[src/rtl/iprs_pkg.sv]
`default_nettype none
package iprs_pkg;

    // Configuration register widths and indexes
    localparam int SCALE_W     = 7;
    localparam int ROW_WIDTH_W = 12;
    localparam int CFG_DATA_W  = 12;

    localparam logic REG_SCALE     = 1'b0;
    localparam logic REG_ROW_WIDTH = 1'b1;

    // Input item kinds
    localparam logic KIND_PIXEL  = 1'b0;
    localparam logic KIND_REPLAY = 1'b1;

    // Pixel payload
    localparam int PIXEL_W = 24;

    // Descriptor handed from the sequencer to the copy emitter
    typedef struct packed {
        logic               err;
        logic               replay;
        logic               row_done;
        logic [1:0]         pad;
        logic [SCALE_W-1:0] scale;
    } iprs_item_t;

endpackage
`default_nettype wire

[src/rtl/iprs_emit.sv]
`default_nettype none
module iprs_emit
    import iprs_pkg::*;
(
    input  wire logic               aclk,
    input  wire logic               aresetn,
    input  wire logic               accept,
    input  wire iprs_item_t         item,
    input  wire logic [PIXEL_W-1:0] pixel_in,
    input  wire logic [PIXEL_W-1:0] store_data,
    input  wire logic               out_ready,
    output logic                    in_ready,
    output logic                    out_valid,
    output logic      [PIXEL_W-1:0] out_pixel,
    output logic                    out_row_end,
    output logic      [1:0]         out_pad,
    output logic                    out_status,
    output logic                    out_last
);

    logic               valid_reg;
    iprs_item_t         item_reg;
    logic [PIXEL_W-1:0] pixel_reg;
    logic [SCALE_W-1:0] copy_reg;
    logic               last_copy;

    // Build the current copy
    always_comb begin
        last_copy   = item_reg.err || (copy_reg == SCALE_W'(item_reg.scale - SCALE_W'(1)));
        out_valid   = valid_reg;
        out_last    = last_copy;
        out_status  = item_reg.err;
        out_row_end = !item_reg.err && last_copy && item_reg.row_done;
        out_pad     = out_row_end ? item_reg.pad : 2'd0;
        if (item_reg.err) begin
            out_pixel = '0;
        end else if (item_reg.replay) begin
            out_pixel = store_data;
        end else begin
            out_pixel = pixel_reg;
        end
        in_ready = !valid_reg || (out_ready && last_copy);
    end

    // Load a new transaction or step through its copies
    always_ff @(posedge aclk) begin
        if (!aresetn) begin
            valid_reg <= 1'b0;
            copy_reg  <= '0;
        end else if (accept) begin
            valid_reg <= 1'b1;
            copy_reg  <= '0;
        end else if (valid_reg && out_ready) begin
            if (last_copy) begin
                valid_reg <= 1'b0;
            end else begin
                copy_reg <= SCALE_W'(copy_reg + SCALE_W'(1));
            end
        end
    end

    always_ff @(posedge aclk) begin
        if (accept) begin
            item_reg  <= item;
            pixel_reg <= pixel_in;
        end
    end

    a_stall_holds_copy: assert property (@(posedge aclk) disable iff (!aresetn)
        valid_reg && !out_ready |=> valid_reg && $stable(copy_reg))
        else $error("copy counter moved during stall");

    a_error_single: assert property (@(posedge aclk) disable iff (!aresetn)
        valid_reg && item_reg.err |-> last_copy && copy_reg == '0)
        else $error("rejected transaction emitted more than one result");

    a_copy_below_scale: assert property (@(posedge aclk) disable iff (!aresetn)
        valid_reg |-> copy_reg < item_reg.scale)
        else $error("copy counter passed scale");

endmodule
`default_nettype wire

[config.mk]
export PLATFORM = sky130hd
export DESIGN_NAME = iprs_emit
export DESIGN_NICKNAME = d
export VERILOG_FILES = /design/src/rtl/iprs_pkg.sv /design/src/rtl/iprs_emit.sv
export SDC_FILE = /design/constraint.sdc
export NUM_CORES = 1
export LEC_CHECK = 0
export ABC_AREA = 1
export ABC_CLOCK_PERIOD_IN_PS = 4800
export BUFFER_PORTS_ARGS = -buffer_cell sky130_fd_sc_hd__buf_2
export CAP_MARGIN = 0
export CORE_UTILIZATION = 50
export CTS_CLUSTER_DIAMETER = 40
export DETAILED_ROUTE_END_ITERATION = 6
export MAX_ROUTING_LAYER = met4
export PLACE_DENSITY_LB_ADDON = 0.1
export SLEW_MARGIN = 20
export SYNTH_ARGS = -nofsm -noshare
export SYNTH_HDL_FRONTEND = slang
export SYNTH_SLANG_ARGS = --single-unit
[constraint.sdc]
create_clock -name aclk -period 4.8 [get_ports aclk]
set_clock_uncertainty 0.2 [all_clocks]
set_input_delay 0.24 -clock aclk [delete_from_list [all_inputs] [get_ports aclk]]
set_output_delay 0.24 -clock aclk [all_outputs]
set_load 0.01 [all_outputs]
; Yosys cells after proc, flatten, opt, wreduce, memory -nomap -nowiden
; Cells that the tools add are included.
[word_totals]
regBits = 44
inputBits = 64
out_inout_bits = 31
wordCells = 32
[op_classes]
add_sub_neg = 2
eq_ne = 1
muxes = 6
n_bitwise = 2
n_reduce_logical = 13
[ops]
columns = op, count
row1 = 24-bit two-way mux, 2
row2 = "7-bit by 1-bit adder with 7-bit output, second input constant", 1
row3 = 7-bit == test, 1
row4 = "7-bit by 1-bit subtractor with 7-bit output, second input constant", 1
row5 = 1-bit logical AND, 4
row6 = 2-bit AND reduction, 2
row7 = 2-bit nonzero test, 2
row8 = 1-bit two-way mux, 3
row9 = 1-bit zero test, 2
row10 = 1-bit logical OR, 2
row11 = 2-bit two-way mux, 1
row12 = 1-bit inverter, 2
row13 = 2-bit OR reduction, 1

; Logic depth before layout (Yosys ltp)
; Gate-level depths: netlist of the first run.
[depth]
word_depth = 6
depth_mapped = 15
depth_no_buf = 15

; Least setup slack after synthesis of the first run
; No wires, ideal clock.
[synth_path]
path_kind = register to output
from = reg item_reg[0] (netlist bit)
to = out in_ready
t_arrival_ps = 1580
required_time_ps = 4360
path_slack_ps = 2780
stages_incl_launch_ff = 15
n_path_buf = 0
path_cell_list = edfxtp_1 -> inv_1 -> ha_1 -> inv_1 -> nand2_1 -> nand2_1 -> nand2_1 -> nand2_1 -> inv_2 -> nand3_1 -> nor2_2 -> nand2_4 -> nand2_2 -> nand2_1 -> nand2_2
[synth_via]
elab_chain_len = 5
[synth_lines]
columns = item, line_no
row1 = "start, declared", iprs_emit.sv:22  ; iprs_item_t item_reg;
row2 = "start signal, assigned", iprs_emit.sv:64  ; item_reg <= item;
row3 = 7-bit by 1-bit subtractor with 7-bit output, iprs_emit.sv:29  ; last_copy = item_reg.err || (copy_reg == SCALE_W'(item_reg.scale - SCALE_W'(1)));
row4 = 7-bit == test, iprs_emit.sv:29
row5 = 1-bit logical OR, iprs_emit.sv:29
row6 = via out_last, iprs_emit.sv:18  ; output logic out_last
row7 = 1-bit logical AND, iprs_emit.sv:42  ; in_ready = !valid_reg || (out_ready && last_copy);
row8 = 1-bit logical OR, iprs_emit.sv:42
row9 = "end, declared", iprs_emit.sv:12  ; output logic in_ready,
; The timed path passes the listed nets, and every way through them passes these cells.

; Worst setup path in the final report of the first run
[layout_path]
from = reg item_reg[0] (netlist bit)
to = out out_pad[1]
[layout_via]
elab_chain_len = 6
[layout_lines]
columns = item, line_no
row1 = 7-bit by 1-bit subtractor with 7-bit output, iprs_emit.sv:29
row2 = 7-bit == test, iprs_emit.sv:29
row3 = 1-bit logical OR, iprs_emit.sv:29
row4 = 1-bit logical AND (2 in a row), iprs_emit.sv:33  ; out_row_end = !item_reg.err && last_copy && item_reg.row_done;
row5 = 2-bit two-way mux, iprs_emit.sv:34  ; out_pad = out_row_end ? item_reg.pad : 2'd0;
row6 = "end, declared", iprs_emit.sv:16  ; output logic [1:0] out_pad,
; No other way between the ends.

==> impl_metrics.yaml, run 1 <==
critical_path:
  required_ns: 4.36
  ff2ff_setup_slack_ns: 2.71
  cp_num_buf_inv: 4
  crit_top_cell: "nand2_1"
  critPathTopFamily: "simple AND/OR/NAND/NOR gates"
  cp.arrival_ns: 2.20
  rr_endpoint: "copy_reg[5]"
  worstSetupEndpoint: "out_pad[1]"
  critPathLaunch: "item_reg[0]"
  r2r_cells: 14
  max_stage_delay_ns: 0.43
  crit_type: "reg2out"
  start_kind: "register"
  path_depth: 13
  worstPathCellList: "inv_1 > ha_1 > inv_1 > nand2_1 > nand2_1 > nand2_1 > nand2_1 > inv_2 > nand3_1 > nor2_2 > nand4_1 > nor2_1 > buf_2"
  end_kind: "output port"
  r2r_start: "item_reg[0]"
  path_max_fanout: 5
  crit_slowest_cell: "edfxtp_1"
synth:
  syn_inst: 227
  ys.flop_type: "edfxtp_1"
  ys_types: 21
  synth_fp_nets: 293
  synth_edf_count: 36
  synth_async_sr_flop_share: 0
  synth_area_um2: 2110
  ys_seq_area_frac: 0.589
  avgSynthCellArea_um2: 9.28
  yosys_warnings: 0
  synth_seq_cells: 44
sta:
  worst_pin_slew_ns: 0.873
  fmax_ghz: 0.379
  hold_ws_ns: 0.0428
  finalHoldViolCount: 0
  slew_viol_final: 0
  setup_viol: 0
  finalCritPeriodShare: 0.550
  relSlewSlack: 0.418
  rsz0062_at_grt: "no"
  setup_ws_ns: 2.16
  period_minus_slack_ns: 2.64
  fin_setup_tns_ns: 0
place:
  gp_congestion: 0.776
  io_buffers: 94
  place_area_um2: 2610
  hpwl_mm: 3.16
  place_ws_ns: 2.55
global_routing:
  track_usage: 0.257
  grt_pass1_wl_mm: 8.22
  grt_max_degree: 39
  grt_pass1_vias: 1882
  antenna_found_initial: 0
  gr-total-overflow: 0
status:
  outcome: "complete, no violations"
power_and_ir_drop:
  ir_drop_uv: 215
  leakagePower_nw: 1.42
  total_power_mw: 0.827
  power_density_nw_per_um2: 270
cells_and_area:
  final_area_um2: 3070
  final_cell_mix: "94 x buf_2, 58 x nor2_1, 37 x dlygate4sd3_1"
  layout_commonest_cell: "buf_2"
  ff_latch_area_um2: 1240
  area_growth_pct: 45.5
  drive_gt1_frac: 0.304
  multi_input_area_um2: 768
  largest_reg_flops: 24
  n_fill_cell: 285
  nNetsFinal: 424
  n_antenna_cell: 0
route:
  first_pass_iters: 5
  wl_per_cell_um: 12.9
  drt-vias-per-instance: 4.95
  first_iter_violations: 111
  wirelength_mm: 5.30
  drc: 0
  drtAntennaViolNets: 0
  vias: 2024
clock_network:
  cts_max_level: 2
  cts_resized: 0
  cts_tree: "done"
  clock_sinks: 44
  clk_path_buf_depth: 2
  post_cts_buffers: 0
  cts_buffers: 5
  path_clk_slew_ns: 0.08
  clock-root-buffer: "clkbuf_8"
  clkLatencyLatePin_ns: 0.29
die:
  initial_core_util: 0.523
  die-height_um: 66.9
  rows: 23
  dieArea_um2: 4480
  fp.dieW_um: 66.9
  coreArea_um2: 4030
  io-pin-count: 95
worst_hold_path:
  hp-class: "in2reg"
  hold_start: "out_ready"
run:
  maxCapViolations: 0
[worst register-to-register path, stage by stage (launching register included)]
cell	delay, ns
edfxtp_1	0.43
inv_1	0.14
ha_1	0.24
inv_1	0.05
nand2_1	0.08
nand2_1	0.05
nand2_1	0.05
nand2_1	0.06
inv_2	0.04
nand3_1	0.07
nor2_2	0.16
nand2_4	0.12
nand3_4	0.12
nand2_1	0.07
a21oi_1	0.14
[metal layers]
layer,part of all wire,track usage
met3,0.042,0.0634
met1,0.41,0.288
met4,0.015,0.0904
met2,0.54,0.442
met5,0,-
[cells in the mapped netlist, types with 4 or more instances]
library cell | number | area, um^2
o21ai_0 | 26 | 130
nor2_1 | 58 | 218
a21oi_1 | 8 | 40.0
xor2_1 | 7 | 61.3
nand4_1 | 8 | 50.1
nor2_2 | 4 | 25.0
edfxtp_1 | 36 | 1080
clkbuf_1 | 6 | 22.5
inv_1 | 18 | 67.6
nand3_1 | 7 | 35.0
nand2_1 | 28 | 105
dfxtp_1 | 8 | 160
[kinds of logic (layout without fill, tap and decap cells)]
family | after synthesis | in the layout | synth area share
AOI/OAI and AO/OA | 34 | 34 | 0.0808
xor gates and xnor gates | 9 | 9 | 0.0374
adders and majority gates | 2 | 2 | 0.0119
buffers and inverters | 26 | 158 | 0.0463
DFF | 44 | 44 | 0.589
and+or+nand+nor | 112 | 112 | 0.235
[metrics by stage]
step	std cells	utilization
finish	409	0.761
detailed placement	364	0.649
global placement	364	0.649
floorplan	227	-
CTS	409	0.761
global route	409	0.761
[cell type report]
| class | count | share of cell area |
|---|---|---|
| flip-flops and latches | 44 | 0.405 |
| repair buffers | 131 | 0.274 |
| multi-input cells | 157 | 0.251 |
| clock buffers | 7 | 0.0249 |
| inverters | 19 | 0.0233 |
| well taps | 50 | 0.0204 |
| clock inverters | 1 | 0.00163 |
[power breakdown]
group | total (mW) | switching (mW) | internal [mW]
clock | 0.221 | 0.119 | 0.102
combinational | 0.152 | 0.0791 | 0.0730
sequential | 0.454 | 0.0129 | 0.441
total | 0.827 | 0.211 | 0.616
[worst min path at each step]
stage | cells after the start | endpoint | slack (ns)
after floorplan | 0 | item_reg[0] | 0.14
after global placement | 1 | pixel_reg[7] | 0.22
after detailed placement | 1 | item_reg[4] | 0.22
after CTS | 4 | out_valid | 0.03
after global routing | 4 | out_valid | 0.06
final | 4 | out_valid | 0.04
[repair_timing]
action	CTS	global route
hold buffers	37	0
endpoints found under the hold margin	37	0
endpoints found under the setup margin	0	0
Power figures use the tool's default switching activity.
==> run 2, diff against run 1 <==
--- a/config.mk
+++ b/config.mk
@@ -5,11 +5,11 @@
 export SDC_FILE = /design/constraint.sdc
 export NUM_CORES = 1
 export LEC_CHECK = 0
-export ABC_AREA = 1
-export ABC_CLOCK_PERIOD_IN_PS = 4800
+export ABC_AREA = 0
+export ABC_CLOCK_PERIOD_IN_PS = 2800
 export BUFFER_PORTS_ARGS = -buffer_cell sky130_fd_sc_hd__buf_2
 export CAP_MARGIN = 0
-export CORE_UTILIZATION = 50
+export CORE_UTILIZATION = 47
 export CTS_CLUSTER_DIAMETER = 40
 export DETAILED_ROUTE_END_ITERATION = 6
 export MAX_ROUTING_LAYER = met4
==> constraint.sdc (replaced) <==
create_clock -name aclk -period 2.8 [get_ports aclk]
set_clock_uncertainty 0.2 [all_clocks]
set_input_delay 0.14 -clock aclk [delete_from_list [all_inputs] [get_ports aclk]]
set_output_delay 0.14 -clock aclk [all_outputs]
set_load 0.01 [all_outputs]
==> run 2 against run 1 <==
Combinational power up 82%; first-iteration DRC count up 14%; worst hold slack better by 0.26 ns; critical endpoint is now copy_reg[2]; die area up 7.1%.
==> impl_metrics.yaml, run 2 <==
status:
  outcome: "complete, no violations"
synth:
  ys_types: 37
  synth_common_cells: "36 x edfxtp_1, 28 x nor2_1, 24 x mux2i_1"
  yosys-top-cells-area: "edfxtp_1 51%, mux2i_1 11%, dfxtp_1 7.5%"
  synth_area_um2: 2120
  synthAdderAreaFrac: 0.0118
  syn_inst: 176
  ys_seq_area_frac: 0.584
  yosys_warnings: 0
  synth-xor-area-share: 0.0353
  synth_async_sr_flop_share: 0
  avgSynthCellArea_um2: 12.1
  synth_mux_area_frac: 0.113
  yosys.area.top_type: "edfxtp_1"
  yosys.area_share.simple: 0.145
  synth_top_family_by_area: "simple AND/OR/NAND/NOR gates"
  post-synth-top-area-fraction: 0.509
  synth-compound-area-share: 0.0854
  yosysMostFrequentCell: "edfxtp_1"
  synth_fp_nets: 242
  ys.flop_type: "edfxtp_1"
  synth_edf_count: 36
  synth_seq_cells: 44
cells_and_area:
  final_cell_mix: "94 x buf_2, 38 x dlygate4sd3_1, 36 x edfxtp_1"
  n_antenna_cell: 0
  drive_gt1_frac: 0.366
  largest_reg_flops: 24
  final_area_um2: 3180
  post-route-util: 0.731
  area_growth_pct: 49.8
  layout_commonest_cell: "buf_2"
  fin_cells: 369
  nNetsFinal: 382
sta:
  fin_setup_tns_ns: 0
  fmax_ghz: 0.373
  setup_viol: 0
  period_minus_slack_ns: 2.68
  worst_pin_slew_ns: 0.845
  finalCritPeriodShare: 0.958
  relSlewSlack: 0.437
  rsz0062_at_grt: "no"
  slew_viol_final: 0
  finalHoldViolCount: 0
global_routing:
  grt_pass1_wl_mm: 8.42
  track_usage: 0.229
  gr-total-overflow: 0
  grt_pass1_vias: 1878
  grt_max_degree: 40
  antenna_found_initial: 0
place:
  placed_cells: 320
  gp_congestion: 0.806
  io_buffers: 94
  hpwl_mm: 3.18
  place_area_um2: 2680
clock_network:
  clk_path_buf_depth: 2
  clkLatencyLatePin_ns: 0.29
  cts_buffers: 5
  clock_sinks: 44
  clock-root-buffer: "clkbuf_8"
  cts_tree: "done"
  cts_max_level: 2
  path_clk_slew_ns: 0.08
run:
  maxCapViolations: 0
critical_path:
  cp.arrival_ns: 2.71
  critPathLaunch: "item_reg[1]"
  max_stage_delay_ns: 0.49
  crit_top_cell: "buf_4"
  path_max_fanout: 6
  worstPathCellList: "inv_1 > ha_4 > xnor3_1 > and3_1 > o21ai_2 > a2111oi_4 > buf_4 > buf_4 > or4_1 > a21oi_1"
  end_kind: "register"
  critPathTopFamily: "simple AND/OR/NAND/NOR gates"
  cp_num_buf_inv: 3
  crit_slowest_cell: "or4_1"
  crit_type: "reg2reg"
  r2r_start: "item_reg[1]"
  required_ns: 2.83
  start_kind: "register"
route:
  first_iter_violations: 127
  first_pass_iters: 5
  drc: 0
  wirelength_mm: 5.20
  drtAntennaViolNets: 0
  vias: 1883
  drt-vias-per-instance: 5.10
  wl_per_cell_um: 14.1
die:
  dieArea_um2: 4790
  coreArea_um2: 4350
  die-height_um: 69.2
  rows: 24
  fp.dieW_um: 69.2
  initial_core_util: 0.488
  io-pin-count: 95
power_and_ir_drop:
  leakagePower_nw: 1.43
  power_density_nw_per_um2: 455
  ir_drop_uv: 413
worst_hold_path:
  hp-class: "in2reg"
  hold_start: "accept"
==> run 2: stage by stage <==
stage	total power [mW]	setup slack, ns	hold WS (ns)
2_1_floorplan	0.906	0.216	0.0389
3_3_place_gp	1.02	0.168	0.116
3_5_place_dp	1.02	0.102	0.118
4_1_cts	1.45	0.00905	0.310
5_1_grt	1.51	0.0132	0.349
6_report	1.45	0.118	0.304
==> run 2: worst reg2reg max path: stages, from the launching register on <==
cell and delay [ns]:
edfxtp_1 0.42, inv_1 0.12, ha_4 0.17, xnor3_1 0.30, and3_1 0.20, o21ai_2 0.17, a2111oi_4 0.10, buf_4 0.17
buf_4 0.15, or4_1 0.49, a21oi_1 0.14
==> run 2: area by class of cell <==
type,instances,area (um^2)
Timing Repair Buffer,140,923
Inverter,5,18.8
Fill cell,307,1170
Sequential cell,44,1240
Tap cell,52,65.1
Clock inverter,2,12.5
Clock buffer,6,72.6
Multi-Input combinational cell,120,848
==> run 2: kinds of logic after synthesis <==
logic type / after synthesis
AO/OA/AOI/OAI: 25
flip-flops: 44
adder cells (fa/ha/maj): 2
multiplexers: 24
buffers and inverters: 12
AND/OR/NAND/NOR: 62
XOR/XNOR: 7
==> run 2: where the power goes <==
part | leakage (nW) | switching, mW | internal (mW)
clock | 0.0412 | 0.215 | 0.175
combinational | 0.976 | 0.126 | 0.150
sequential | 0.417 | 0.0255 | 0.756
==> run 2: final timing paths <==
kind	to	slack (ns)	cells after the start
min	item_reg[8]	0.30	1
max reg2reg	copy_reg[2]	0.12	10
max	copy_reg[2]	0.12	10
min reg2reg	copy_reg[6]	0.31	2
==> run 2: timing repair <==
item                                    CTS  global route
resized for setup                         0             4
endpoints found under the setup margin    5            10
hold endpoints to repair                 37             0
hold buffers                             38             0
buffers inserted                          2             1
pin swaps                                 1             0
==> run 2: per-layer routing <==
layer	wire length (um)	global-route usage
met5	0	-
met3	226	0.0509
met2	2690	0.392
met1	2180	0.264
met4	108	0.0839
