$ cat src/rtl/iprs_pkg.sv
`default_nettype none
package iprs_pkg;

    // Configuration register widths and indexes
    localparam int SCALE_W     = 7;
    localparam int ROW_WIDTH_W = 12;
    localparam int CFG_DATA_W  = 12;

    localparam logic REG_SCALE     = 1'b0;
    localparam logic REG_ROW_WIDTH = 1'b1;

    // Input item kinds
    localparam logic KIND_PIXEL  = 1'b0;
    localparam logic KIND_REPLAY = 1'b1;

    // Pixel payload
    localparam int PIXEL_W = 24;

    // Descriptor handed from the sequencer to the copy emitter
    typedef struct packed {
        logic               err;
        logic               replay;
        logic               row_done;
        logic [1:0]         pad;
        logic [SCALE_W-1:0] scale;
    } iprs_item_t;

endpackage
`default_nettype wire

$ cat src/rtl/iprs_ctrl.sv
`default_nettype none
module iprs_ctrl
    import iprs_pkg::*;
#(
    parameter int MAX_WIDTH = 2048,
    parameter int MAX_SCALE = 64,
    parameter int COL_W     = 11,
    parameter int VP_W      = 6
) (
    input  wire logic                  aclk,
    input  wire logic                  aresetn,
    input  wire logic                  cfg_wr_en,
    input  wire logic                  cfg_index,
    input  wire logic [CFG_DATA_W-1:0] cfg_wdata,
    input  wire logic                  accept,
    input  wire logic                  kind,
    output iprs_item_t                 item,
    output logic      [COL_W-1:0]      mem_addr,
    output logic                       mem_wr_en,
    output logic                       mem_rd_en
);

    localparam int WCMP_W = (COL_W + 1 > ROW_WIDTH_W + 1) ? COL_W + 1 : ROW_WIDTH_W + 1;
    localparam int VCMP_W = SCALE_W + 1;

    logic [SCALE_W-1:0]     scale_reg;
    logic [ROW_WIDTH_W-1:0] row_width_reg;
    logic [COL_W-1:0]       column_reg;
    logic [COL_W-1:0]       column_next;
    logic [VP_W-1:0]        vpass_reg;
    logic [VP_W-1:0]        vpass_next;

    logic [SCALE_W-1:0]     scale_eff;
    logic [WCMP_W-1:0]      width_eff;
    logic                   err;
    logic                   row_done;
    logic                   vdone;
    logic [1:0]             mod_prod;
    logic [1:0]             mod_bytes;

    // Hold configuration registers
    always_ff @(posedge aclk) begin
        if (!aresetn) begin
            scale_reg     <= SCALE_W'(1);
            row_width_reg <= ROW_WIDTH_W'(1);
        end else if (cfg_wr_en) begin
            case (cfg_index)
                REG_SCALE:     scale_reg     <= cfg_wdata[SCALE_W-1:0];
                REG_ROW_WIDTH: row_width_reg <= cfg_wdata[ROW_WIDTH_W-1:0];
                default: ;
            endcase
        end
    end

    // Clamp configuration into its legal range
    always_comb begin
        if (scale_reg == '0) begin
            scale_eff = SCALE_W'(1);
        end else if (32'(scale_reg) > MAX_SCALE) begin
            scale_eff = SCALE_W'(MAX_SCALE);
        end else begin
            scale_eff = scale_reg;
        end

        if (row_width_reg == '0) begin
            width_eff = WCMP_W'(1);
        end else if (32'(row_width_reg) > MAX_WIDTH) begin
            width_eff = WCMP_W'(MAX_WIDTH);
        end else begin
            width_eff = WCMP_W'(row_width_reg);
        end
    end

    // Decide phase, row end and padding for the offered transaction
    always_comb begin
        err      = (kind == KIND_PIXEL) != (vpass_reg == '0);
        row_done = (WCMP_W'(column_reg) + WCMP_W'(1)) >= width_eff;
        vdone    = (VCMP_W'(vpass_reg) + VCMP_W'(1)) >= VCMP_W'(scale_eff);
        // Row bytes mod 4 depend only on the two low bits of width and scale
        mod_prod  = 2'(width_eff[1:0] * scale_eff[1:0]);
        mod_bytes = 2'(mod_prod + {mod_prod[0], 1'b0});

        item.err      = err;
        item.replay   = (kind == KIND_REPLAY);
        item.row_done = row_done;
        item.pad      = 2'(~mod_bytes + 2'd1);
        item.scale    = scale_eff;

        mem_addr  = column_reg;
        mem_wr_en = accept && !err && (kind == KIND_PIXEL);
        mem_rd_en = accept && !err && (kind == KIND_REPLAY);
    end

    // Advance column and vertical pass
    always_comb begin
        column_next = column_reg;
        vpass_next  = vpass_reg;
        if (accept && !err) begin
            if (row_done) begin
                column_next = '0;
                vpass_next  = vdone ? '0 : VP_W'(vpass_reg + VP_W'(1));
            end else begin
                column_next = COL_W'(column_reg + COL_W'(1));
            end
        end
    end

    always_ff @(posedge aclk) begin
        if (!aresetn) begin
            column_reg <= '0;
            vpass_reg  <= '0;
        end else begin
            column_reg <= column_next;
            vpass_reg  <= vpass_next;
        end
    end

    a_column_in_store: assert property (@(posedge aclk) disable iff (!aresetn)
        32'(column_reg) < MAX_WIDTH)
        else $error("column left the line store");

    a_vpass_in_range: assert property (@(posedge aclk) disable iff (!aresetn)
        32'(vpass_reg) < MAX_SCALE)
        else $error("vertical pass beyond scale limit");

    a_error_keeps_state: assert property (@(posedge aclk) disable iff (!aresetn)
        accept && err |=> $stable(column_reg) && $stable(vpass_reg))
        else $error("rejected transaction changed position");

endmodule
`default_nettype wire

$ cat config.mk
export PLATFORM = sky130hd
export DESIGN_NAME = iprs_ctrl
export DESIGN_NICKNAME = d
export VERILOG_FILES = /design/src/rtl/iprs_pkg.sv /design/src/rtl/iprs_ctrl.sv
export SDC_FILE = /design/constraint.sdc
export NUM_CORES = 1
export LEC_CHECK = 0
export ABC_AREA = 1
export BUFFER_PORTS_ARGS = -buffer_cell sky130_fd_sc_hd__buf_2
export CAP_MARGIN = 40
export CORE_UTILIZATION = 25
export DETAILED_ROUTE_END_ITERATION = 8
export GPL_ROUTABILITY_DRIVEN = 1
export GPL_TIMING_DRIVEN = 0
export SETUP_SLACK_MARGIN = 0.1
export SYNTH_ARGS = -nofsm -noshare
export SYNTH_HDL_FRONTEND = slang
export SYNTH_SLANG_ARGS = --single-unit
export TNS_END_PERCENT = 50
$ cat constraint.sdc
create_clock -name aclk -period 5.4 [get_ports aclk]
set_input_delay 0 -clock aclk [delete_from_list [all_inputs] [get_ports aclk]]
set_output_delay 0 -clock aclk [all_outputs]
set_load 0.1 [all_outputs]
After elaboration in Yosys (flattened, before gate mapping)
Index checks and enable logic that the tools add are counted.
{"block": "word_totals", "romBits": 0, "latchBits": 0, "mem_bits_rw": 0, "out_inout_bits": 25, "ff_bits": 36, "input_bits": 18, "elab_cells": 35, "n_memories": 0}
{"block": "classes", "mul": 1, "div": 0, "bitwise": 3, "n_eq_ne": 1, "shift": 0, "reduce_logical": 10, "add_sub_neg": 6, "n_mux": 6, "n_lt_le_gt_ge": 4}
{"op": "12-bit two-way mux", "count": 2}
{"op": "7-bit two-way mux", "count": 2}
{"op": "12-bit by 13-bit >= comparator with 1-bit output", "count": 1}
{"op": "11-bit by 1-bit adder with 12-bit output, second input constant", "count": 1}
{"op": "12-bit > comparator, second input constant", "count": 1}
{"op": "12-bit zero test", "count": 1}
{"op": "11-bit by 1-bit adder with 11-bit output, second input constant", "count": 1}
{"op": "11-bit two-way mux", "count": 1}
{"op": "6-bit by 1-bit adder with 7-bit output, second input constant", "count": 1}
{"op": "7-bit >= comparator", "count": 1}
{"op": "7-bit > comparator, second input constant", "count": 1}
{"op": "7-bit zero test", "count": 1}
{"op": "6-bit by 1-bit adder with 6-bit output, second input constant", "count": 1}
{"op": "6-bit zero test", "count": 1}
{"op": "6-bit two-way mux", "count": 1}
{"op": "2-bit AND reduction", "count": 3}
{"op": "1-bit logical AND", "count": 3}
{"op": "2-bit by 1-bit adder with 2-bit output, second input constant", "count": 1}
{"op": "2-bit adder", "count": 1}
{"op": "2-bit by 2-bit multiplier with 2-bit output", "count": 1}
{"op": "1-bit NOT", "count": 2}
{"op": "2-bit NOT", "count": 1}
{"op": "1-bit zero test", "count": 1}
{"op": "1-bit inequality test", "count": 1}

Logic depth before layout (Yosys ltp)
Gate-level depths: netlist of run 1.
{"block": "logic_depth", "ltp_word": 7, "depth_mapped": 17, "ltp_nobuf": 17}

Worst setup path before layout of run 1
OpenSTA, ideal clock, no wires.
{"block": "synth_timing", "path_kind": "reg2out", "from": "register scale_reg[4]", "to": "output item[8] in the netlist's numbering", "path_stages_with_launch": 8, "arrival_ps": 3825, "path_slack_ps": 1575, "path_cell_list": "dfxtp_1 -> nor2_1 -> nand3_1 -> nand2_1 -> inv_2 -> nor2_1 -> nand3_1 -> xnor2_1"}
{"element": "from (decl)", "line_no": "iprs_ctrl.sv:26", "rtl": "logic [SCALE_W-1:0] scale_reg;"}
{"element": "from (signal assigned)", "line_no": "iprs_ctrl.sv:48", "rtl": "REG_SCALE: scale_reg <= cfg_wdata[SCALE_W-1:0];"}
{"element": "to (decl)", "line_no": "iprs_ctrl.sv:17", "rtl": "output iprs_item_t item,"}

Worst setup path in the final report of run 1
{"block": "layout_timing", "from": "register column_reg[0] (netlist: mem_addr[0])", "to": "output item[9] in the netlist's numbering"}
{"block": "layout_via", "elab_chain_len": 2}
{"element": "from (decl)", "line_no": "iprs_ctrl.sv:28", "rtl": "logic [COL_W-1:0] column_reg;"}
{"element": "from (signal assigned)", "line_no": "iprs_ctrl.sv:113", "rtl": "column_reg <= column_next;"}
{"element": "11-bit by 1-bit adder with 12-bit output", "line_no": "iprs_ctrl.sv:77", "rtl": "row_done = (WCMP_W'(column_reg) + WCMP_W'(1)) >= width_eff;"}
{"element": "12-bit by 13-bit >= comparator with 1-bit output", "line_no": "iprs_ctrl.sv:77"}
No other way between the ends.

==> results of run 1 <==
-- worst max path at each step --
stage	cells past startpoint	endpoint	slack (ns)	startpoint
floorplan	7	item[8]	1.58	scale_reg[4]$_SDFFE_PN0P_
global placement	14	item[9]	2.64	mem_addr[0]$_SDFFE_PN0P_
detailed placement	14	item[9]	2.61	mem_addr[0]$_SDFFE_PN0P_
CTS	14	item[9]	2.29	mem_addr[0]$_SDFFE_PN0P_
global route	14	item[9]	2.00	mem_addr[0]$_SDFFE_PN0P_
finish	14	item[9]	2.29	mem_addr[0]$_SDFFE_PN0P_
-- critical path: stages (launching register included) --
cell	delay, ns
dfxtp_1	0.52
ha_1	0.33
nand3_1	0.12
xor2_1	0.14
inv_1	0.10
ha_1	0.33
nand2_1	0.08
nor2_1	0.16
nand2_1	0.08
nand3_1	0.07
nand2_1	0.05
nand3_1	0.13
buf_4	0.19
buf_4	0.12
buf_2	0.41
-- timing repair --
| action | 4_1_cts | 5_1_grt |
|---|---|---|
| buffers inserted | 0 | 0 |
| hold buffers | 10 | 0 |
| endpoints found under the hold margin | 13 | 0 |
-- layer usage --
layer | vias up | GRT usage | share of wire
met5 | - | 0 | 0
met4 | 0 | 0.0488 | 0.016
met3 | 10 | 0.0278 | 0.058
met2 | 67 | 0.206 | 0.41
met1 | 1165 | 0.191 | 0.51
li1 | 1402 | - | -
-- cells in the mapped netlist (3+ instances only) --
cell / count / area [um2]
buf_4: 4 / 30.0
dfxtp_1: 36 / 721
a21oi_1: 24 / 120
clkbuf_1: 6 / 22.5
nor2_1: 65 / 244
buf_2: 3 / 15.0
ha_1: 22 / 275
xor2_1: 4 / 35.0
nor2_2: 3 / 18.8
nand2_1: 101 / 379
nand3_1: 22 / 110
inv_2: 11 / 41.3
nand4_1: 21 / 131
nand2_2: 3 / 18.8
inv_1: 40 / 150
o21ai_0: 18 / 90.1
-- cell type report --
cell class | instances | share of cell area
Buffer | 15 | 0.0289
Tap cell | 133 | 0.0533
Multi-Input combinational cell | 298 | 0.497
Inverter | 52 | 0.0626
Timing Repair Buffer | 51 | 0.0979
Clock buffer | 8 | 0.0289
Sequential cell | 36 | 0.231
-- stage by stage --
stage          hold WS (ns)  total power, uW  area [um2]
3_5_place_dp          0.227              888        2930
2_1_floorplan         0.113              783        2560
3_3_place_gp          0.231              878        2930
5_1_grt             0.00910             1170        3120
6_report             0.0151             1090        3120
4_1_cts             0.00544             1090        3120
-- power breakdown --
group | leakage, uW | total [uW] | switching, uW | internal (uW)
sequential | 0.000295 | 319 | 29.9 | 289
clock | 0.0000455 | 202 | 98.2 | 104
combinational | 0.00119 | 572 | 407 | 165
total | 0.00153 | 1090 | 535 | 558
-- layout by cell type, fill, tap and decap left out, drive strengths merged --
cell type,netlist,routed
ha,22,22
nor4,1,1
o211ai,1,1
a21o,1,1
buf,9,50
xor2,5,5
nor3,1,1
o21bai,1,1
nand4,21,21
clkbuf,6,14
nand2,104,104
inv,51,51
a21oi,25,25
dfxtp,36,36
clkinv,1,1
xnor2,3,3
dlygate4sd3,0,10
nand3,23,23
and2,1,1
nor2,68,68
nand3b,2,2
o21ai,19,19
-- cells by family after synthesis --
group	after synthesis	synth area share
buf+inv	67	0.112
fa+ha+maj	22	0.108
xor+xnor	8	0.0333
simple gates	221	0.369
flops	36	0.282
compound gates	47	0.0964
==> results.tsv, run 1 <==
metric	value	unit
chip height	103	um
Crit Path Class	register to primary output	
GP Congestion	0.827	
Post-synth EDFFs	0	
Worst Path Arrival	3.11	ns
Die X	103	um
Startpoint Class	register	
RSZ-0062 raised after global routing	no	
initial antenna violation count	0	
global-route wire length before repair	11.3	mm
Worst-Skew Late Latency	0.29	ns
max_slew headroom	0.673	
Leak	0.00153	uW
initial DRC count	113	
required time of the critical path	5.40	ns
CTS sink cnt	36	
DRT Pass-1 Iters	4	
Multi-input gate area	0.00155	mm2
final hold viol count	0	
Final min period	3.11	ns
CTS tree	built	
Final Cycle Share	0.576	
detailed-route wire length	6.63	mm
clk slew on worst S/H paths	0.08	ns
Achievable Freq	321	MHz
Final Core Density	0.316	
CTS Root Cell	clkbuf_8	
GRT Total Usage	0.136	
DRC Markers	0	
FF-to-FF setup slack	2.80	ns
syn avg cell area	6.38	um2
number of global-route vias before repair	2484	
htree depth	2	
CP max FO	10	
Final WS setup	2.29	ns
P&R area growth vs syn	22.0	%
Initial Util	0.259	
Synth cell types	31	
Core Region	0.00986	mm2
Mapped Area	0.00256	mm2
Crit Reg-Reg Startpoint	mem_addr[0]$_SDFFE_PN0P_	
Reg2Reg Depth	15	
syn nets	441	
share of cells above drive strength 1	0.167	
Post-Place Worst Slack	2.61	ns
hold-critical path depth	3	
# Max-Cap Violations	0	
Post-Place Cells	575	
max reg flops	12	
Worst Clk Skew	0.0100	ns
Port-buffer cells	41	
die area	0.0106	mm2
CTS Buf Count	5	
clock tree buffer depth	2	
R2R Path End	vpass_reg[3]$_SDFFE_PN0P_	
Tightest Pin Transition	0.495	ns
Final Max Slew Viols	0	
gr ovfl total	0	
Seq/Total Area, Yosys	0.282	
Fillers	1081	
final count of negative-setup-slack endpoints	0	
largest vdd supply drop	0.431	mV
Non-Filler Instances	593	
Hold Path Class	input port to register	
Synthesis Warnings	0	
Post-Synthesis Cells	401	
worst hold endpoint	row_width_reg[6]$_SDFFE_PN0P_	
register area	721	um2
Final TNS setup	0	ns
routed vias/inst	4.46	
wire length per cell	11.2	um
hpwl dp	5.29	mm
FF+latch count, synth	36	
Worst setup EP type	primary output	
Vias	2644	
antenna viol nets, final	0	
Most used DFF post-synth	dfxtp_1	
largest net degree at the start of global routing	11	
Nets	499	
# resized after CTS	0	
Ports	43	
Antenna diodes	0	
PD cells	351	mW/mm2
row count	36	
Async S/R FF share, synth	0	
Worst Min Path Start	cfg_wdata[6]	
status	completed	
No activity file was read; power rests on OpenSTA's default activity.
==> run 2: changes to the inputs <==
==> constraint.sdc (replaced) <==
create_clock -name aclk -period 3.1 [get_ports aclk]
set_input_delay 0 -clock aclk [delete_from_list [all_inputs] [get_ports aclk]]
set_output_delay 0 -clock aclk [all_outputs]
set_load 0.1 [all_outputs]
==> run 2 against run 1 <==
  * Largest cell class unchanged
  * Cell count is 0.17% higher
  * Die area stayed put
  * Sequential share of layout area is 0.33 points lower
  * Register-to-register slack worse by 2.1 ns
  * Non-clock buffer count is 1 higher
  * Clock-buffer cell count is 2 lower
  * Hold slack better by 0.057 ns
  * Critical path depth stayed put
  * Combinational power is 73% higher
  * Via count is 1.6% lower
  * Clock skew is 0.0017 ns lower
  * Flip-flop and latch count stayed put
==> results.tsv, run 2 (synthesis results as in run 1) <==
metric	value	unit	change
status	completed		
Die X	103	um	unchanged
Port-buffer cells	41		unchanged
CTS sink cnt	36		unchanged
Final Core Density	0.321		+0.00507
sw power	921	uW	+72%
CTS Root Cell	clkbuf_8		
Core Region	0.00986	mm2	unchanged
P&R area growth vs syn	23.9	%	
share of cells above drive strength 1	0.180		+0.0127
Leak	0.00155	uW	+1.3%
Nets	500		+0.20%
number of global-route vias before repair	2460		-0.97%
max_slew headroom	0.674		+0.00183
initial antenna violation count	0		unchanged
met2 Use GR	0.206		+0.000513
initial DRC count	92		-19%
Design Area, Final	0.00317	mm2	+1.6%
PD cells	618	mW/mm2	+76%
Internal	1040	uW	+86%
gr ovfl total	0		unchanged
Hold Path Class	input port to register		
GRT Total Usage	0.131		-0.00563
Comb pwr share	0.507		-0.016
Worst Path Arrival	2.78	ns	-0.33 ns
largest net degree at the start of global routing	12		+1
met3 GRT Util	0.0224		-0.00542
hold-critical path depth	3		unchanged
hpwl dp	5.31	mm	+0.47%
Crit Path Class	register to primary output		
met1 usage	0.182		-0.00882
RSZ-0062 raised after global routing	no		
Final Cycle Share	0.898		
Antenna diodes	0		unchanged
FF-to-FF setup slack	0.67	ns	-2.13 ns
Startpoint Class	register		
detailed-route wire length	6.53	mm	-1.6%
Achievable Freq	359	MHz	
Seq pwr share	0.285		-0.007
post-CTS setup buffer count	0		unchanged
Worst-Skew Late Latency	0.29	ns	about the same
global-route wire length before repair	10.8	mm	-4.2%
chip height	103	um	unchanged
die area	0.0106	mm2	unchanged
Ports	43		unchanged
GP Congestion	0.850		+2.8%
htree depth	2		unchanged
clk slew on worst S/H paths	0.07	ns	about the same
routed vias/inst	4.38		-1.8%
largest vdd supply drop	0.775	mV	+80%
Tightest Pin Transition	0.492	ns	-0.00277 ns
Final TNS setup	0	ns	unchanged
Final Max Slew Viols	0		unchanged
DRC Markers	0		unchanged
max reg flops	12		unchanged
antenna viol nets, final	0		unchanged
final count of negative-setup-slack endpoints	0		unchanged
CTS Buf Count	5		unchanged
wire length per cell	11.0	um	-1.7%
DRT Pass-1 Iters	4		unchanged
clock tree buffer depth	2		unchanged
Vias	2602		-1.6%
Post-DP Area	0.00294	mm2	+0.34%
most frequent cells in the layout	nand2_1 (101), nor2_1 (64), buf_2 (43)		
Initial Util	0.259		unchanged
required time of the critical path	3.10	ns	-2.30 ns
Worst Clk Skew	0.00829	ns	-0.00171 ns
row count	36		unchanged
leading cell type in the layout, fill and taps excluded	nand2_1		
CTS tree	built		
Clock power frac	0.208		+0.023
switch share	0.471		-0.0187
CP max FO	10		unchanged
grt peak-use layer	met2		
Final min period	2.78	ns	
Reg2Reg Depth	15		unchanged
final hold viol count	0		unchanged
Worst setup EP type	primary output		
# Max-Cap Violations	0		unchanged
## run 2: metal layers
| layer | part of all wire | vias to the layer above |
|---|---|---|
| li1 | - | 1398 |
| met1 | 0.53 | 1144 |
| met2 | 0.41 | 54 |
| met3 | 0.051 | 6 |
| met4 | 0.011 | 0 |
| met5 | 0 | - |
## run 2: power groups by stage
stage,combinational (uW),clock [uW],sequential (uW)
after floorplan,763,0,603
after global routing,1100,436,567
after CTS,992,416,557
after global placement,964,0,566
final,992,407,559
after detailed placement,975,0,568
## run 2: metrics by stage
| stage | total power, uW | hold slack, ns | cells | worst slack (ns) |
|---|---|---|---|---|
| 2_1_floorplan | 1370 | 0.113 | 401 | 0.116 |
| 3_3_place_gp | 1530 | 0.232 | 575 | 0.372 |
| 3_5_place_dp | 1540 | 0.239 | 575 | 0.324 |
| 4_1_cts | 1970 | 0.0441 | 594 | 0.116 |
| 5_1_grt | 2100 | 0.0664 | 594 | 0.0812 |
| 6_report | 1960 | 0.0718 | 594 | 0.315 |
## run 2: final cells by class
cell class | count | area [um2]
Buffer | 15 | 90.1
Multi-Input combinational cell | 298 | 1570
Timing Repair Buffer | 52 | 318
Tap cell | 133 | 166
Clock buffer | 6 | 72.6
Fill cell | 1101 | 6700
Inverter | 52 | 195
Clock inverter | 2 | 35.0
Sequential cell | 36 | 722
## run 2: path summary, 6_finish.rpt
check,from,to
worst min-delay path,cfg_wdata[11],row_width_reg[11]$_SDFFE_PN0P_
worst min register to register,row_width_reg[8]$_SDFFE_PN0P_,row_width_reg[8]$_SDFFE_PN0P_
worst max register to register,mem_addr[0]$_SDFFE_PN0P_,vpass_reg[4]$_SDFFE_PN0P_
worst max-delay path,mem_addr[0]$_SDFFE_PN0P_,item[9]
## run 2: worst max-delay path, stage by stage, from the launching register on
cell	delay [ns]
dfxtp_2	0.44
ha_2	0.27
nand2_2	0.10
o21ai_1	0.12
nand2_1	0.11
ha_1	0.35
nand2_1	0.10
inv_2	0.04
nand2_1	0.07
nand2_1	0.07
a21oi_1	0.14
nand3_1	0.13
buf_4	0.20
buf_4	0.13
buf_4	0.22
## run 2: what timing repair did
action | CTS | global route
gates cloned | 0 | 0
endpoints found under the hold margin | 14 | 0
hold buffers | 11 | 0
resized for setup | 1 | 3
setup endpoints to repair | 1 | 1
==> run 3: changes to the inputs <==
==> config.mk (replaced) <==
export PLATFORM = sky130hd
export DESIGN_NAME = iprs_ctrl
export DESIGN_NICKNAME = d
export VERILOG_FILES = /design/src/rtl/iprs_pkg.sv /design/src/rtl/iprs_ctrl.sv
export SDC_FILE = /design/constraint.sdc
export NUM_CORES = 1
export LEC_CHECK = 0
export CAP_MARGIN = 40
export CORE_UTILIZATION = 25
export DETAILED_ROUTE_END_ITERATION = 8
export DONT_BUFFER_PORTS = 1
export GPL_ROUTABILITY_DRIVEN = 1
export GPL_TIMING_DRIVEN = 0
export SETUP_SLACK_MARGIN = 0.1
export SYNTH_ARGS = -nofsm -noshare
export SYNTH_HDL_FRONTEND = slang
export SYNTH_SLANG_ARGS = --single-unit
export TNS_END_PERCENT = 100
==> run 3 against run 2 <==
  * The run now ends with negative setup slack left
  * Critical endpoint is now vpass_reg[0]$_SDFFE_PN0P_
  * Critical path type is now register to register
  * Clock power decreased by 16%
  * Sequential share of layout area increased by 1.3 points
  * Fmax decreased by 12%
  * First-iteration DRC count decreased by 17%
==> results.tsv, run 3 <==
metric	value	unit	change
DRT Pass-1 Iters	4		unchanged
Post-DP Area	0.00264	mm2	-10%
largest cells by area after synthesis	dfxtp_1 (32%), ha_1 (12%), nand2_1 (11%)		
Multi-input gate area	0.00158	mm2	+0.80%
count leader, synth	nand2_1		
die area	0.00938	mm2	-12%
hpwl dp	4.44	mm	-16%
Post-Place Cells	404		-30%
most frequent cells in the layout	nand2_1 (62), dfxtp_1 (28), nor2_1 (25)		
leading cell type in the layout, fill and taps excluded	nand2_1		
Seq pwr share	0.420		+0.135
Yosys top cell area share	0.321		+0.0387
RSZ-0062 raised after global routing	yes		
Initial Util	0.258		-0.00144
wire length per cell	14.0	um	+28%
Die X	96.8	um	-6.1%
Startpoint Class	register		
share of cells above drive strength 1	0.217		+0.0371
Nets	366		-27%
initial antenna violation count	0		unchanged
routed vias/inst	4.63		+5.8%
CTS Root Cell	clkbuf_8		
sw power	441	uW	-52%
Synth top cells by count	nand2_1 (63), dfxtp_1 (36), nor2_1 (28), a21oi_1 (22), ha_1 (22)		
WHS	0.0866	ns	+0.0148 ns
Post-synth EDFFs	0		unchanged
detailed-route wire length	6.11	mm	-6.5%
DRC Markers	0		unchanged
CTS tree	built		
Internal	766	uW	-26%
Non-Filler Instances	435		-27%
required time of the critical path	3.27	ns	+0.17 ns
Leak	0.00130	uW	-16%
Design Area, Final	0.00309	mm2	-2.6%
CP max FO	8		-2
syn nets	328		-26%
syn avg cell area	7.81	um2	+22%
# Max-Cap Violations	0		unchanged
Worst setup EP type	register		
antenna viol nets, final	0		unchanged
Tightest Pin Transition	0.824	ns	+0.332 ns
Synth cell types	33		+6.5%
max_slew headroom	0.450		-0.225
Vias	2016		-23%
row count	34		-5.6%
status	finished with violations		
initial DRC count	76		-17%
post-synth top area cell	dfxtp_1		
chip height	96.8	um	-6.1%
Achievable Freq	317	MHz	-12%
largest net degree at the start of global routing	13		+1
Port-buffer cells	0		-100%
Final min period	3.16	ns	+0.374 ns
Antenna diodes	0		unchanged
CTS Buf Count	5		unchanged
switch share	0.365		-0.105
global-route wire length before repair	10.1	mm	-6.1%
Post-Synthesis Cells	288		-28%
Final Max Slew Viols	0		unchanged
largest vdd supply drop	0.260	mV	-66%
final hold viol count	0		unchanged
GRT Total Usage	0.133		+0.00181
register area	743	um2	+2.9%
Final Cycle Share	1.02		+0.121
Hold Path Class	input port to register		
htree depth	2		unchanged
final count of negative-setup-slack endpoints	17		+17
Worst Path Arrival	3.32	ns	+0.54 ns
Clock power frac	0.283		+0.075
PD cells	391	mW/mm2	-37%
Worst Clk Skew	0.00870	ns	+0.000408 ns
Mapped Area	0.00225	mm2	-12%
Final TNS setup	-0.499	ns	-0.499 ns
FF+latch count, synth	36		unchanged
number of global-route vias before repair	2039		-17%
Core Region	0.00872	mm2	-12%
clk slew on worst S/H paths	0.08	ns	about the same
Worst-Skew Late Latency	0.29	ns	about the same
max reg flops	12		unchanged
Ports	43		unchanged
Comb pwr share	0.297		-0.210
Fillers	885		-20%
Async S/R FF share, synth	0		unchanged
Final Core Density	0.354		+0.0327
Synthesis Warnings	0		unchanged
clock tree buffer depth	2		unchanged
gr ovfl total	0		unchanged
failing checks	negative setup slack		
Final WS setup	-0.0582	ns	-0.374 ns
GP Congestion	0.800		-6.0%
CTS sink cnt	36		unchanged
Most used DFF post-synth	dfxtp_1		
P&R area growth vs syn	37.3	%	
Seq/Total Area, Yosys	0.321		+0.0387
Crit Path Class	register to register		
## run 3: repair_timing
action	4_1_cts	5_1_grt
gates cloned	1	0
buffers inserted	6	2
setup endpoints to repair	18	18
endpoints found under the hold margin	19	0
hold buffers	14	0
pin swaps	18	15
resized for setup	19	16
## run 3: per-layer routing
metal / vias to the layer above / routed length, um / track usage
li1: 1040 / - / -
met1: 931 / 2800 / 0.169
met2: 39 / 3000 / 0.228
met3: 6 / 259 / 0.0303
met4: 0 / 51 / 0.0264
met5: - / 0 / 0
## run 3: cell type report
cell class	instances	area share
repair buffers	31	0.130
flip-flops and latches	36	0.241
well taps	108	0.0438
inverters	14	0.0170
multi-input cells	224	0.513
plain buffers	14	0.0272
clock buffers	5	0.0223
clock inverters	3	0.00608
## run 3: cells by family (layout without fill, tap and decap cells)
kind of cell,count (synthesis),in the layout,share of synthesized area
AND/OR/NAND/NOR,128,128,0.256
AO/OA/AOI/OAI,43,43,0.122
flip-flops,36,36,0.321
buffers and inverters,28,67,0.0534
XOR/XNOR,23,23,0.0896
adder cells (fa/ha/maj),22,22,0.122
multiplexers,8,8,0.0356
## run 3: power groups by stage
stage / sequential (uW) / clock, uW / combinational [uW]
CTS: 508 / 352 / 349
floorplan: 514 / 0 / 235
global route: 510 / 374 / 381
finish: 507 / 341 / 358
global placement: 518 / 0 / 262
detailed placement: 519 / 0 / 301
## run 3: path summary, 6_finish.rpt
path,startpoint,endpoint,slack (ns),cells after the start
worst min-delay path,aresetn,scale_reg[0]$_SDFFE_PN1P_,0.09,2
worst max register to register,mem_addr[0]$_SDFFE_PN0P_,vpass_reg[0]$_SDFFE_PN0P_,-0.06,15
worst min register to register,row_width_reg[2]$_SDFFE_PN0P_,row_width_reg[2]$_SDFFE_PN0P_,0.47,2
worst max-delay path,mem_addr[0]$_SDFFE_PN0P_,vpass_reg[0]$_SDFFE_PN0P_,-0.06,15
## run 3: metrics by stage
stage	setup slack (ns)	total power, uW
after floorplan	0.113	749
after global placement	-0.153	780
after detailed placement	-0.176	820
after CTS	-0.173	1210
after global routing	-0.197	1260
final	-0.0582	1210
## run 3: critical path, stage by stage, from the launching register on
cell	delay (ns)
dfxtp_4	0.57
ha_4	0.19
and3_4	0.18
and3_4	0.20
and3_4	0.22
nand3_4	0.09
xnor2_2	0.17
ha_1	0.32
a21oi_2	0.06
nor2b_2	0.15
a2111oi_4	0.06
buf_4	0.15
a211oi_4	0.27
buf_12	0.16
mux2i_1	0.18
nor2_1	0.05
